$ cat src/hdl/lbr_pkg.sv
// Package for the Lehmer bit reservoir random source.
// Types, command codes and generator constants; no dependencies.
package lbr_pkg;

  localparam int unsigned STATE_W = 31;
  localparam int unsigned MULT_W  = 15;
  localparam int unsigned PROD_W  = STATE_W + MULT_W;
  localparam int unsigned STORE_W = 30;
  localparam int unsigned LEFT_W  = 5;
  localparam int unsigned CNT_W   = 3;
  localparam int unsigned BYTE_W  = 8;

  typedef logic [1:0]         cmd_t;
  typedef logic [STATE_W-1:0] lcg_t;

  localparam cmd_t CMD_RESEED = 2'd0;
  localparam cmd_t CMD_BIT    = 2'd1;
  localparam cmd_t CMD_BYTE   = 2'd2;

  localparam lcg_t               LCG_MOD      = 31'h7FFF_FFFF;
  localparam logic [MULT_W-1:0]  LCG_MULT     = 15'd16807;
  localparam lcg_t               SEED_MIX     = 31'h5A5A_5A5A;
  localparam lcg_t               SEED_FORCE   = 31'h0000_0002;
  localparam logic [LEFT_W-1:0]  STORE_BITS   = 5'd30;
  localparam logic [LEFT_W-1:0]  BYTE_BITS    = 5'd8;
  localparam logic [CNT_W-1:0]   RESEED_STEPS = 3'd7;

  typedef enum logic [1:0] {
    ST_IDLE,
    ST_MUL,
    ST_FOLD,
    ST_DONE
  } lbr_state_t;

endpackage

$ cat src/hdl/lbr_if.sv
// Channel interfaces for the Lehmer bit reservoir random source.
// Depends on lbr_pkg for the payload types.
interface lbr_in_if;
  logic              valid;
  logic              ready;
  lbr_pkg::cmd_t     cmd;
  lbr_pkg::lcg_t     seed_value;

  modport source (output valid, output cmd, output seed_value, input ready);
  modport sink   (input valid, input cmd, input seed_value, output ready);
endinterface

interface lbr_out_if;
  logic                         valid;
  logic                         ready;
  logic [lbr_pkg::BYTE_W-1:0]   random_value;

  modport source (output valid, output random_value, input ready);
  modport sink   (input valid, input random_value, output ready);
endinterface

$ cat src/hdl/lbr_step_unit.sv
// Shared generator step unit: x' = 16807 * x mod (2^31 - 1).
// Depends on lbr_pkg. Product is registered, then folded on the Mersenne modulus.
module lbr_step_unit (
  input  logic          clk,
  input  logic          load,
  input  lbr_pkg::lcg_t x_in,
  output lbr_pkg::lcg_t x_out
);

  logic [lbr_pkg::PROD_W-1:0]  prod_r;
  logic [lbr_pkg::PROD_W-1:0]  prod_nxt;
  logic [lbr_pkg::STATE_W:0]   fold_sum;

  // Form the product of the state and the multiplier
  always_comb begin
    prod_nxt = prod_r;
    if (load) begin
      prod_nxt = lbr_pkg::PROD_W'(x_in) * lbr_pkg::PROD_W'(lbr_pkg::LCG_MULT);
    end
  end

  always_ff @(posedge clk) begin
    prod_r <= prod_nxt;
  end

  // Fold high part onto low part, then one conditional subtract of the modulus
  always_comb begin
    fold_sum = (lbr_pkg::STATE_W+1)'(prod_r[lbr_pkg::PROD_W-1:lbr_pkg::STATE_W])
             + (lbr_pkg::STATE_W+1)'(prod_r[lbr_pkg::STATE_W-1:0]);
    if (fold_sum >= (lbr_pkg::STATE_W+1)'(lbr_pkg::LCG_MOD)) begin
      x_out = lbr_pkg::STATE_W'(fold_sum - (lbr_pkg::STATE_W+1)'(lbr_pkg::LCG_MOD));
    end else begin
      x_out = fold_sum[lbr_pkg::STATE_W-1:0];
    end
  end

endmodule

$ cat src/hdl/lehmer_bit_reservoir_rng_top.sv
// Top level of the Lehmer bit reservoir random source: sequencer, reservoir
// and output register. Depends on lbr_pkg, lbr_if and lbr_step_unit.
//
//  channel   dir  fields                   transfer when
//  in_ch     in   cmd, seed_value          in_ch.valid & in_ch.ready
//  out_ch    out  random_value             out_ch.valid & out_ch.ready
//
// A request served from the reservoir goes from IDLE straight to DONE, as does
// unused command code 3. A restock runs the generator through MUL and FOLD until
// bit 30 is clear, then goes to DONE; a reseed runs RESEED_STEPS generator steps.
// Each step uses the shared multiply-and-fold unit. Synchronous reset loads the
// state with 1 and empties the reservoir. A result waits in the output register
// while out_ch stalls; a further finished item holds in its last state until that frees.
module lehmer_bit_reservoir_rng_top (
  input  logic       clk,
  input  logic       rst_n,
  lbr_in_if.sink     in_ch,
  lbr_out_if.source  out_ch
);

  lbr_pkg::lbr_state_t                state_r, state_nxt;
  lbr_pkg::cmd_t                      cmd_r, cmd_nxt;
  lbr_pkg::lcg_t                      lehmer_r, lehmer_nxt;
  logic [lbr_pkg::STORE_W-1:0]        store_r, store_nxt;
  logic [lbr_pkg::LEFT_W-1:0]         left_r, left_nxt;
  logic [lbr_pkg::CNT_W-1:0]          cnt_r, cnt_nxt;
  logic                               out_valid_r, out_valid_nxt;
  logic [lbr_pkg::BYTE_W-1:0]         out_data_r, out_data_nxt;

  lbr_pkg::lcg_t                      seed_mix;
  lbr_pkg::lcg_t                      step_x;
  logic                               step_load;
  logic                               in_xfer;
  logic                               out_free;

  assign in_xfer  = in_ch.valid && in_ch.ready;
  assign out_free = !out_valid_r || out_ch.ready;

  // Mix the seed; a mixed value equal to the modulus becomes 1
  always_comb begin
    seed_mix = (in_ch.seed_value ^ lbr_pkg::SEED_MIX) | lbr_pkg::SEED_FORCE;
    if (seed_mix == lbr_pkg::LCG_MOD) begin
      seed_mix = lbr_pkg::STATE_W'(1);
    end
  end

  lbr_step_unit u_step (
    .clk   (clk),
    .load  (step_load),
    .x_in  (lehmer_r),
    .x_out (step_x)
  );

  // Next state
  always_comb begin
    state_nxt = state_r;
    unique case (state_r)
      lbr_pkg::ST_IDLE: begin
        if (in_ch.valid) begin
          unique case (in_ch.cmd)
            lbr_pkg::CMD_RESEED: state_nxt = lbr_pkg::ST_MUL;
            lbr_pkg::CMD_BIT:
              state_nxt = (left_r == '0) ? lbr_pkg::ST_MUL : lbr_pkg::ST_DONE;
            lbr_pkg::CMD_BYTE:
              state_nxt = (left_r < lbr_pkg::BYTE_BITS) ? lbr_pkg::ST_MUL
                                                       : lbr_pkg::ST_DONE;
            default:             state_nxt = lbr_pkg::ST_DONE;
          endcase
        end
      end
      lbr_pkg::ST_MUL: state_nxt = lbr_pkg::ST_FOLD;
      lbr_pkg::ST_FOLD: begin
        if (cmd_r == lbr_pkg::CMD_RESEED) begin
          state_nxt = (cnt_r == lbr_pkg::CNT_W'(1)) ? lbr_pkg::ST_DONE : lbr_pkg::ST_MUL;
        end else begin
          state_nxt = step_x[lbr_pkg::STATE_W-1] ? lbr_pkg::ST_MUL : lbr_pkg::ST_DONE;
        end
      end
      lbr_pkg::ST_DONE: begin
        if (out_free) begin
          state_nxt = lbr_pkg::ST_IDLE;
        end
      end
      default: state_nxt = lbr_pkg::ST_IDLE;
    endcase
  end

  // Outputs and datapath updates
  always_comb begin
    cmd_nxt       = cmd_r;
    lehmer_nxt    = lehmer_r;
    store_nxt     = store_r;
    left_nxt      = left_r;
    cnt_nxt       = cnt_r;
    out_data_nxt  = out_data_r;
    out_valid_nxt = out_valid_r && !out_ch.ready;
    step_load     = 1'b0;
    unique case (state_r)
      lbr_pkg::ST_IDLE: begin
        // take the command; a reseed loads the mixed seed and empties the reservoir
        if (in_xfer) begin
          cmd_nxt = in_ch.cmd;
          if (in_ch.cmd == lbr_pkg::CMD_RESEED) begin
            lehmer_nxt = seed_mix;
            cnt_nxt    = lbr_pkg::RESEED_STEPS;
            store_nxt  = '0;
            left_nxt   = '0;
          end
        end
      end
      lbr_pkg::ST_MUL: begin
        step_load = 1'b1;
      end
      lbr_pkg::ST_FOLD: begin
        // advance the generator; restock once bit 30 is clear
        lehmer_nxt = step_x;
        if (cmd_r == lbr_pkg::CMD_RESEED) begin
          cnt_nxt = cnt_r - lbr_pkg::CNT_W'(1);
        end else if (!step_x[lbr_pkg::STATE_W-1]) begin
          store_nxt = step_x[lbr_pkg::STORE_W-1:0];
          left_nxt  = lbr_pkg::STORE_BITS;
        end
      end
      lbr_pkg::ST_DONE: begin
        // draw from the low end of the reservoir into the output register
        if (out_free) begin
          out_valid_nxt = 1'b1;
          case (cmd_r)
            lbr_pkg::CMD_BIT: begin
              out_data_nxt = lbr_pkg::BYTE_W'(store_r[0]);
              store_nxt    = store_r >> 1;
              left_nxt     = left_r - lbr_pkg::LEFT_W'(1);
            end
            lbr_pkg::CMD_BYTE: begin
              out_data_nxt = store_r[lbr_pkg::BYTE_W-1:0];
              store_nxt    = store_r >> lbr_pkg::BYTE_W;
              left_nxt     = left_r - lbr_pkg::BYTE_BITS;
            end
            default: out_data_nxt = '0;
          endcase
        end
      end
      default: ;
    endcase
  end

  // Hold registers
  always_ff @(posedge clk) begin
    if (!rst_n) begin
      state_r     <= lbr_pkg::ST_IDLE;
      lehmer_r    <= lbr_pkg::STATE_W'(1);
      store_r     <= '0;
      left_r      <= '0;
      out_valid_r <= 1'b0;
    end else begin
      state_r     <= state_nxt;
      lehmer_r    <= lehmer_nxt;
      store_r     <= store_nxt;
      left_r      <= left_nxt;
      out_valid_r <= out_valid_nxt;
    end
  end

  always_ff @(posedge clk) begin
    cmd_r      <= cmd_nxt;
    cnt_r      <= cnt_nxt;
    out_data_r <= out_data_nxt;
  end

  assign in_ch.ready         = (state_r == lbr_pkg::ST_IDLE);
  assign out_ch.valid        = out_valid_r;
  assign out_ch.random_value = out_data_r;

endmodule
$ cat src/flat_wrapper.sv
// flat-port wrapper written by rule: the top's interface ports become plain ports
module lehmer_bit_reservoir_rng_top_flat 
  (clk, rst_n, in_ch_valid, in_ch_cmd, in_ch_seed_value, in_ch_ready, out_ch_valid, out_ch_random_value, out_ch_ready);
  lbr_in_if in_ch_i ();
  lbr_out_if out_ch_i ();
  input  logic clk;
  input  logic rst_n;
  input wire logic [$bits(in_ch_i.valid)-1:0] in_ch_valid;
  input wire logic [$bits(in_ch_i.cmd)-1:0] in_ch_cmd;
  input wire logic [$bits(in_ch_i.seed_value)-1:0] in_ch_seed_value;
  output wire logic [$bits(in_ch_i.ready)-1:0] in_ch_ready;
  output wire logic [$bits(out_ch_i.valid)-1:0] out_ch_valid;
  output wire logic [$bits(out_ch_i.random_value)-1:0] out_ch_random_value;
  input wire logic [$bits(out_ch_i.ready)-1:0] out_ch_ready;
  assign in_ch_i.valid = in_ch_valid;
  assign in_ch_i.cmd = in_ch_cmd;
  assign in_ch_i.seed_value = in_ch_seed_value;
  assign in_ch_ready = in_ch_i.ready;
  assign out_ch_valid = out_ch_i.valid;
  assign out_ch_random_value = out_ch_i.random_value;
  assign out_ch_i.ready = out_ch_ready;
  lehmer_bit_reservoir_rng_top u_core (.clk(clk), .rst_n(rst_n), .in_ch(in_ch_i), .out_ch(out_ch_i));
endmodule
$ cat config.mk
export PLATFORM = sky130hd
export DESIGN_NAME = lehmer_bit_reservoir_rng_top_flat
export DESIGN_NICKNAME = d
export VERILOG_FILES = /design/src/hdl/lbr_pkg.sv /design/src/hdl/lbr_if.sv /design/src/hdl/lbr_step_unit.sv /design/src/hdl/lehmer_bit_reservoir_rng_top.sv /design/src/flat_wrapper.sv
export SDC_FILE = /design/constraint.sdc
export NUM_CORES = 1
export LEC_CHECK = 0
export ABC_CLOCK_PERIOD_IN_PS = 8900
export BUFFER_PORTS_ARGS = -buffer_cell sky130_fd_sc_hd__clkbuf_2
export CAP_MARGIN = 25
export CORE_ASPECT_RATIO = 0.75
export CORE_MARGIN = 1.5
export CORE_UTILIZATION = 29
export CTS_CLUSTER_SIZE = 30
export DETAILED_ROUTE_END_ITERATION = 6
export GPL_TIMING_DRIVEN = 1
export PLACE_DENSITY_LB_ADDON = 0.1
export SYNTH_ARGS = -nofsm -noshare
export SYNTH_HDL_FRONTEND = slang
export SYNTH_SLANG_ARGS = --single-unit
$ cat constraint.sdc
create_clock -name clk -period 8.9 [get_ports clk]
set_clock_uncertainty 0.05 [all_clocks]
set_input_delay 1.335 -clock clk [delete_from_list [all_inputs] [get_ports clk]]
set_output_delay 1.335 -clock clk [all_outputs]
set_load 0.05 [all_outputs]
==> results.sh, run 1 <==
export IMPL_die_w_um=265.0
export IMPL_r2r_start="u_core.lehmer_r[11]"
export IMPL_cts_htree_levels=4
export IMPL_num_antenna_cells=0
export IMPL_cts_hold_buffers=0
export IMPL_clock_root_buffer="clkbuf_16"
export IMPL_synth_top_area_share_pct=17.97
export IMPL_synth_async_reset_ratio_pct=0
export IMPL_yosysUniqueCellTypes=79
export IMPL_setup_viol=0
export IMPL_tritoncts="built"
export IMPL_cp_required_ns=9.04
export IMPL_finalSetupTns_ns=0
export IMPL_wire_per_inst_um=18.88
export IMPL_cts_sinks=128
export IMPL_cts_buffers=17
export IMPL_grt_usage_pct=17.59
export IMPL_final_hold_viol_count=0
export IMPL_finalMaxSlewViolations=0
export IMPL_min_period_over_period_pct=81.64
export IMPL_fmax_mhz=137.6
export IMPL_maxSlewHeadroom_pct=46.64
export IMPL_viasPerCell=4.906
export IMPL_critPathKind="reg -> reg"
export IMPL_drive_above_1_share_pct=7.947
export IMPL_io_buffers=45
export IMPL_maxCapViolations=0
export IMPL_clkSlewWorstSetupHoldPaths_ns=0.06
export IMPL_globalplace_congestion=0.8937
export IMPL_antenna_found_initial=0
export IMPL_avgSynthCellArea_um2=8.944
export IMPL_ys_dominant_reg_cell="dfxtp_1"
export IMPL_start_kind="flip-flop"
export IMPL_grt_pass1_vias=11560
export IMPL_critPathLaunch="u_core.lehmer_r[11]"
export IMPL_fill_cells=5317
export IMPL_grt_max_degree=62
export IMPL_first_pass_iters=5
export IMPL_die_y_um=199.5
export IMPL_cts_resized=0
export IMPL_hp_class="reg -> reg"
export IMPL_initial_core_util_pct=29.58
export IMPL_outcome="complete, no violations"
export IMPL_worst_slew_pin_slew_ns=0.7993
export IMPL_rrSetupSlack_ns=1.63
export IMPL_row_count=71
export IMPL_post_cts_buffers=0
export IMPL_synth_area_leaders="fa_1, ha_1, edfxtp_1"
export IMPL_final_net_count=2092
export IMPL_worstPathArrival_ns=7.40
export IMPL_die_area_um2=52860
export IMPL_hold_start="u_core.store_r[24]"
export IMPL_yosysMostFrequentCell="inv_1"
export IMPL_syn_area_um2=14930
export IMPL_yosysTopAreaCell="fa_1"
export IMPL_grt_pass1_wl_um=69790
export IMPL_clk_latency_ns=0.45
export IMPL_drc=0
export IMPL_drt_iter0_drc=779
export IMPL_ioPinCount=47
export IMPL_yosysWarnings=0
export IMPL_max_clock_path_buffers=2
export IMPL_area_growth_pct=11.11
export IMPL_dp_hpwl_um=36700
export IMPL_wl_um=44940
export IMPL_via_count=11680
export IMPL_core_area_um2=50460
export IMPL_synth_seq_cells=128
export IMPL_synth_enable_flop_cells=59
export IMPL_synth_seq_area_share_pct=21.12
export IMPL_grt_overflow_total=0
export IMPL_setup_worst_path_end_class="flip-flop"
export IMPL_antenna_left=0
export IMPL_syn_num_nets=2050
export IMPL_yosys_top_cells_count="inv_1, ha_1, fa_1"
export IMPL_rsz0062_at_grt="false"
export IMPL_syn_inst=1669
export IMPL_cp_max_fo=6
export IMPL_period_needed_ns=7.266
==> through the flow <==
step	cells	hold slack, ns	worst slack (ns)	utilization (%)	area, um2
after floorplan	1669	0.4072	2.622	-	14930
after global placement	2349	0.4479	1.587	31.66	15980
after detailed placement	2349	0.4494	1.605	31.66	15980
after CTS	2381	0.4558	1.514	32.87	16590
after global routing	2381	0.4944	1.117	32.87	16590
final	2381	0.4486	1.634	32.87	16590
==> placed cells by master, fill, tap and decap left out, types with 39 or more instances in the layout <==
cell type / synthesis / routed
ha_1: 210 / 210
nand2_1: 84 / 84
dfxtp_1: 69 / 69
fa_1: 134 / 134
o21ai_0: 100 / 100
xnor2_1: 39 / 39
a21oi_1: 103 / 102
edfxtp_1: 59 / 59
clkbuf_2: 0 / 45
inv_1: 330 / 330
nor2_1: 95 / 95
==> final timing paths <==
path | end | depth (start not counted)
max | u_core.u_step.prod_r[41] | 24
min | u_core.store_r[23] | 2
max reg2reg | u_core.u_step.prod_r[41] | 24
min reg2reg | u_core.store_r[23] | 2
==> flip-flops by register name, summed over array words and instances (netlist names) <==
signal,count
u_core.cmd_r,2
u_core.cnt_r,3
u_core.left_r,5
u_core.lehmer_r,31
u_core.out_ch.random_value,8
u_core.out_ch.valid,1
u_core.state_r,2
u_core.store_r,30
u_core.u_step.prod_r,46
==> worst max-delay path, stage by stage, from the launching register on <==
cell and delay [ns]:
dfxtp_1 0.67, inv_1 0.24, fa_1 0.59, inv_1 0.04, ha_1 0.27, inv_1 0.05, fa_1 0.49, inv_1 0.05
ha_1 0.31, fa_1 0.54, inv_1 0.06, fa_1 0.53, inv_1 0.04, ha_1 0.33, nand3_1 0.22, or4_1 0.52
o21ai_0 0.21, buf_4 0.18, nand4_1 0.13, a31oi_1 0.30, a31oi_1 0.20, o21ai_0 0.51, a41oi_1 0.20, o21bai_1 0.18
xor2_1 0.08
==> metal layers <==
metal | GRT usage (%) | part of all wire, %
met1 | 27.50 | 55
met3 | 1.811 | 3.1
met5 | 0 | 0
met2 | 25.59 | 41
met4 | 3.915 | 1.2
==> kinds of logic after synthesis <==
logic type	synth area share (%)
AO/OA/AOI/OAI	16.71
XOR/XNOR	3.345
adder cells (fa/ha/maj)	35.57
buffers and inverters	9.514
flip-flops	21.12
multiplexers	1.869
AND/OR/NAND/NOR	11.86
==> layout make-up <==
cell class                      instances  area, um2  area share (%)
Clock inverter                          7      72.57          0.4375
Inverter                              330       1239           7.468
Multi-Input combinational cell       1167      10370           62.54
Clock buffer                           25      536.8           3.236
Timing Repair Buffer                   67      390.4           2.354
Sequential cell                       128       3153           19.01
Tap cell                              657      822.0           4.956
Power of run 1 is not shown: default switching activity piles up to over one toggle a cycle in this logic, so the estimate is an artifact.
==> inputs of run 2 (changes only) <==
- ABC_CLOCK_PERIOD_IN_PS: 8900 -> 7450
- clock period: 8.9 -> 7.45 ns (I/O delays scaled with it)
==> run 2 against run 1 <==
Against the previous run:
- non-clock buffer count increased by 24
- sequential share of layout area is 0.18 points lower
- register-to-register slack lost 0.82 ns
- setup slack worse by 0.82 ns
- via count grew 0.51%
- die area is the same
- count of clock-buffer cells in the layout is 6 lower
==> results.sh, run 2 (synthesized netlist as in run 1, its figures left out) <==
export IMPL_fmax_mhz=150.7
export IMPL_layout_common_cells="inv_1, ha_1, fa_1, a21oi_1, o21ai_0"
export IMPL_cts_sinks=128
export IMPL_post_cts_buffers=0
export IMPL_start_kind="flip-flop"
export IMPL_num_antenna_cells=0
export IMPL_rrSetupSlack_ns=0.81
export IMPL_grt_overflow_total=0
export IMPL_viasPerCell=4.881
export IMPL_r2r_cells=24
export IMPL_largest_reg_flops=46
export IMPL_core_area_um2=50460
export IMPL_io_buffers=45
export IMPL_tritoncts="built"
export IMPL_drc=0
export IMPL_maxSlewHeadroom_pct=43.78
export IMPL_die_y_um=199.5
export IMPL_r2r_start="u_core.lehmer_r[24]"
export IMPL_outcome="complete, no violations"
export IMPL_cts_buffers=17
export IMPL_final_net_count=2116
export IMPL_fin_area_um2=16740
export IMPL_dp_hpwl_um=38590
export IMPL_die_w_um=265.0
export IMPL_initial_core_util_pct=29.58
export IMPL_ioPinCount=47
export IMPL_globalplace_congestion=0.9209
export IMPL_antenna_left=0
export IMPL_cp_cell_sequence="inv_1, fa_1, inv_1, ha_1, inv_1, fa_1, inv_1, fa_1, fa_1, inv_1, fa_1, inv_1, ha_1, a21o_1, a21o_1, a21o_1, a21o_1, a21o_1, a2111oi_0, a211oi_1, o21a_1, o21a_1, o21ai_0, xnor2_1"
export IMPL_whs_endpoint="u_core.store_r[29]"
export IMPL_die_area_um2=52860
export IMPL_final_hold_viol_count=0
export IMPL_grt_pass1_wl_um=72570
export IMPL_largest_register="u_core.u_step.prod_r"
export IMPL_wl_um=46620
export IMPL_top_regs="u_core.u_step.prod_r (46), u_core.lehmer_r (31), u_core.store_r (30)"
export IMPL_finalMaxSlewViolations=0
export IMPL_via_count=11740
export IMPL_row_count=71
export IMPL_cp_required_ns=7.58
export IMPL_cp_max_fo=3
export IMPL_finish_utilization_pct=33.19
export IMPL_fin_hold_ws_ns=0.4562
export IMPL_cts_hold_buffers=0
export IMPL_antenna_found_initial=2
export IMPL_first_pass_iters=5
export IMPL_setup_worst_path_end_class="flip-flop"
export IMPL_area_growth_pct=12.18
export IMPL_maxCapViolations=0
export IMPL_drt_iter0_drc=781
export IMPL_drive_above_1_share_pct=9.211
export IMPL_finalSetupTns_ns=0
export IMPL_place_area_um2=16150
export IMPL_setup_viol=0
export IMPL_period_needed_ns=6.636
export IMPL_min_period_over_period_pct=89.07
export IMPL_wire_per_inst_um=19.38
export IMPL_grt_max_degree=58
export IMPL_crit_top_cell="inv_1"
export IMPL_max_clock_path_buffers=2
export IMPL_cpPeakStageDelay_ns=0.65
export IMPL_cts_htree_levels=4
export IMPL_grt_usage_pct=18.26
export IMPL_final_common_cell="inv_1"
export IMPL_critPathSlowestCell="a2111oi_0"
export IMPL_cts_resized=0
export IMPL_hold_path_cell_count=2
export IMPL_clock_root_buffer="clkbuf_16"
export IMPL_critPathKind="reg -> reg"
export IMPL_r2r_end="u_core.u_step.prod_r[44]"
export IMPL_hold_start="u_core.store_r[29]"
export IMPL_hp_class="reg -> reg"
export IMPL_grt_pass1_vias=11950
export IMPL_rsz0062_at_grt="false"
export IMPL_clkSlewWorstSetupHoldPaths_ns=0.06
export IMPL_worst_slew_pin_slew_ns=0.8422
export IMPL_clk_latency_ns=0.44
export IMPL_worstPathArrival_ns=6.77
==> run 2: changes by cell type in the layout (fill, tap and decap cells not counted), moves of 2 or more <==
cell	change
clkbuf_16	-3
clkbuf_4	-2
buf_4	+23
inv_6	+2
==> run 2: worst max path at each step <==
stage | from | end | slack, ns | cells past startpoint
4_1_cts | u_core.lehmer_r[24] | u_core.u_step.prod_r[44] | 0.78 | 24
3_3_place_gp | u_core.lehmer_r[19] | u_core.u_step.prod_r[38] | 0.85 | 23
6_report | u_core.lehmer_r[24] | u_core.u_step.prod_r[44] | 0.81 | 24
3_5_place_dp | u_core.lehmer_r[24] | u_core.u_step.prod_r[44] | 0.82 | 24
5_1_grt | u_core.lehmer_r[24] | u_core.u_step.prod_r[44] | 0.33 | 24
2_1_floorplan | u_core.lehmer_r[16] | u_core.u_step.prod_r[41] | 1.17 | 23
==> run 2: layout make-up <==
class	count	area, um2
Fill cell	5292	33710
Clock inverter	13	137.6
Timing Repair Buffer	91	578.1
Multi-Input combinational cell	1167	10370
Sequential cell	128	3153
Inverter	330	1239
Tap cell	657	822.0
Clock buffer	19	442.9
==> run 2: worst max-delay path: cells and delay by family (launching register included) <==
| kind | cells | cell delay, ns |
|---|---|---|
| xor+xnor | 1 | 0.09 |
| compound gates | 10 | 2.37 |
| buf+inv | 6 | 0.40 |
| flops | 1 | 0.39 |
| fa+ha+maj | 7 | 3.08 |
==> run 2: per-layer routing <==
layer / global-route usage, % / wire length, um
met3: 2.046 / 1158
met2: 27.36 / 19600
met5: 0 / 0
met4: 3.302 / 555
met1: 28.10 / 25310
==> run 2: through the flow <==
stage,setup slack (ns),cells
2_1_floorplan,1.172,1669
6_report,0.8142,2405
4_1_cts,0.7779,2404
3_3_place_gp,0.8481,2372
3_5_place_dp,0.8211,2372
5_1_grt,0.3336,2405
Power of run 2 is left out for the same reason.
==> inputs of run 3 (changes only) <==
- CELL_PAD_IN_SITES_DETAIL_PLACEMENT: default -> 1
- CELL_PAD_IN_SITES_GLOBAL_PLACEMENT: default -> 2
==> run 3 against run 2 <==
Against the previous run:
- sequential share of layout area hardly changed
- routed wire length is 11% higher
- utilization is 0.057 points higher
- fmax is 2.9% lower
- global-route usage is 1.9 points higher
- register-to-register slack worse by 0.20 ns
- critical path depth is 1 lower
- setup slack worse by 0.20 ns
- worst hold slack better by 0.0013 ns
- largest cell class unchanged
- highest routed layer unchanged
==> results.sh, run 3 (synthesized netlist as in run 1, its figures left out) <==
export IMPL_setup_viol=0
export IMPL_met2WireLength_um=22670
export IMPL_drive_above_1_share_pct=9.434
export IMPL_grt_usage_pct=20.20
export IMPL_outcome="complete, no violations"
export IMPL_critPathSlowestCell="fa_1"
export IMPL_layout_common_cells="inv_1, ha_1, fa_1, a21oi_1, o21ai_0"
export IMPL_met3_length_um=815
export IMPL_ioPinCount=47
export IMPL_drt_met1_wl_um=27520
export IMPL_cp_required_ns=7.59
export IMPL_globalplace_congestion=0.8543
export IMPL_start_kind="flip-flop"
export IMPL_viasPerCell=4.976
export IMPL_crit_top_cell="inv_1"
export IMPL_top_regs="u_core.u_step.prod_r (46), u_core.lehmer_r (31), u_core.store_r (30)"
export IMPL_core_area_um2=50460
export IMPL_wl_um=51720
export IMPL_grt_overflow_total=0
export IMPL_cts_hold_buffers=0
export IMPL_drc=0
export IMPL_clkSlewWorstSetupHoldPaths_ns=0.06
export IMPL_antenna_found_initial=0
export IMPL_final_net_count=2117
export IMPL_area_growth_pct=12.37
export IMPL_highest_layer="met4"
export IMPL_clock_root_buffer="clkbuf_16"
export IMPL_worst_slew_pin_slew_ns=0.9608
export IMPL_final_common_cell="inv_1"
export IMPL_fmax_mhz=146.4
export IMPL_grt_max_degree=64
export IMPL_initial_core_util_pct=29.58
export IMPL_setup_worst_path_end_class="flip-flop"
export IMPL_finish_utilization_pct=33.24
export IMPL_die_area_um2=52860
export IMPL_maxCapViolations=0
export IMPL_finalMaxSlewViolations=0
export IMPL_cts_resized=0
export IMPL_die_w_um=265.0
export IMPL_cts_buffers=17
export IMPL_finalSetupTns_ns=0
export IMPL_cts_htree_levels=4
export IMPL_min_period_over_period_pct=91.71
export IMPL_critPathKind="reg -> reg"
export IMPL_row_count=71
export IMPL_antenna_left=0
export IMPL_period_needed_ns=6.832
export IMPL_cpPeakStageDelay_ns=0.56
export IMPL_cp_max_fo=4
export IMPL_largest_reg_flops=46
export IMPL_cts_sinks=128
export IMPL_rsz0062_at_grt="false"
export IMPL_clk_latency_ns=0.45
export IMPL_io_buffers=45
export IMPL_die_y_um=199.5
export IMPL_hp_class="reg -> reg"
export IMPL_wire_per_inst_um=21.50
export IMPL_grt_pass1_wl_um=79450
export IMPL_max_clock_path_buffers=2
export IMPL_via_count=11970
export IMPL_first_pass_iters=5
export IMPL_post_cts_buffers=0
export IMPL_num_antenna_cells=0
export IMPL_largest_register="u_core.u_step.prod_r"
export IMPL_fill_cells=5910
export IMPL_grt_pass1_vias=12590
export IMPL_final_hold_viol_count=0
export IMPL_tritoncts="built"
export IMPL_worstPathArrival_ns=6.97
export IMPL_drt_iter0_drc=629
export IMPL_dp_hpwl_um=42840
export IMPL_maxSlewHeadroom_pct=35.35
export IMPL_cp_cell_sequence="inv_1, fa_1, inv_1, ha_1, inv_1, fa_1, inv_1, fa_1, fa_1, inv_1, fa_1, inv_1, ha_1, inv_1, or4_1, o21ai_0, nand4_1, a31oi_1, a31oi_1, o21ai_0, a41oi_1, o21bai_1, xor2_1"
-- run 3: worst paths after layout --
kind         cells after the start                       end                start  slack [ns]
min                              2        u_core.store_r[23]   u_core.store_r[24]        0.46
max                             23  u_core.u_step.prod_r[41]  u_core.lehmer_r[16]        0.62
min reg2reg                      2        u_core.store_r[23]   u_core.store_r[24]        0.46
max reg2reg                     23  u_core.u_step.prod_r[41]  u_core.lehmer_r[16]        0.62
-- run 3: metrics by stage --
stage	worst slack [ns]	hold WS, ns	std cells	cell area, um2
after CTS	0.5004	0.4552	2406	16770
after floorplan	1.172	0.4072	1669	14930
after global routing	0.01650	0.4918	2406	16770
after global placement	0.5447	0.4420	2374	16170
final	0.6180	0.4574	2406	16770
after detailed placement	0.5342	0.4499	2374	16170
-- run 3: worst max-delay path, delay by kind of cell (launching register included) --
family | cells | cell delay [ns]
AOI/OAI and AO/OA | 6 | 1.74
adders and majority gates | 7 | 3.21
and+or+nand+nor | 2 | 0.70
DFF | 1 | 0.34
xor gates and xnor gates | 1 | 0.10
buffers and inverters | 7 | 0.46
-- run 3: per-layer routing --
| metal | vias to the layer above | global-route usage [%] |
|---|---|---|
| met3 | 32 | 1.787 |
| met4 | 0 | 4.042 |
| li1 | 5838 | - |
| met5 | - | 0 |
| met2 | 101 | 31.58 |
| met1 | 6001 | 30.19 |
-- run 3: area by class of cell --
class                      instances  area, um2  share of cell area, %
multi-input combinational       1167      10380                  61.85
timing repair buffer              92      578.1                  3.446
clock inverter                    12      117.6                 0.7012
clock buffer                      20      489.2                  2.917
inverter                         330       1239                  7.385
sequential                       128       3153                  18.80
tap                              657      822.0                  4.901
Power of run 3 is left out for the same reason.
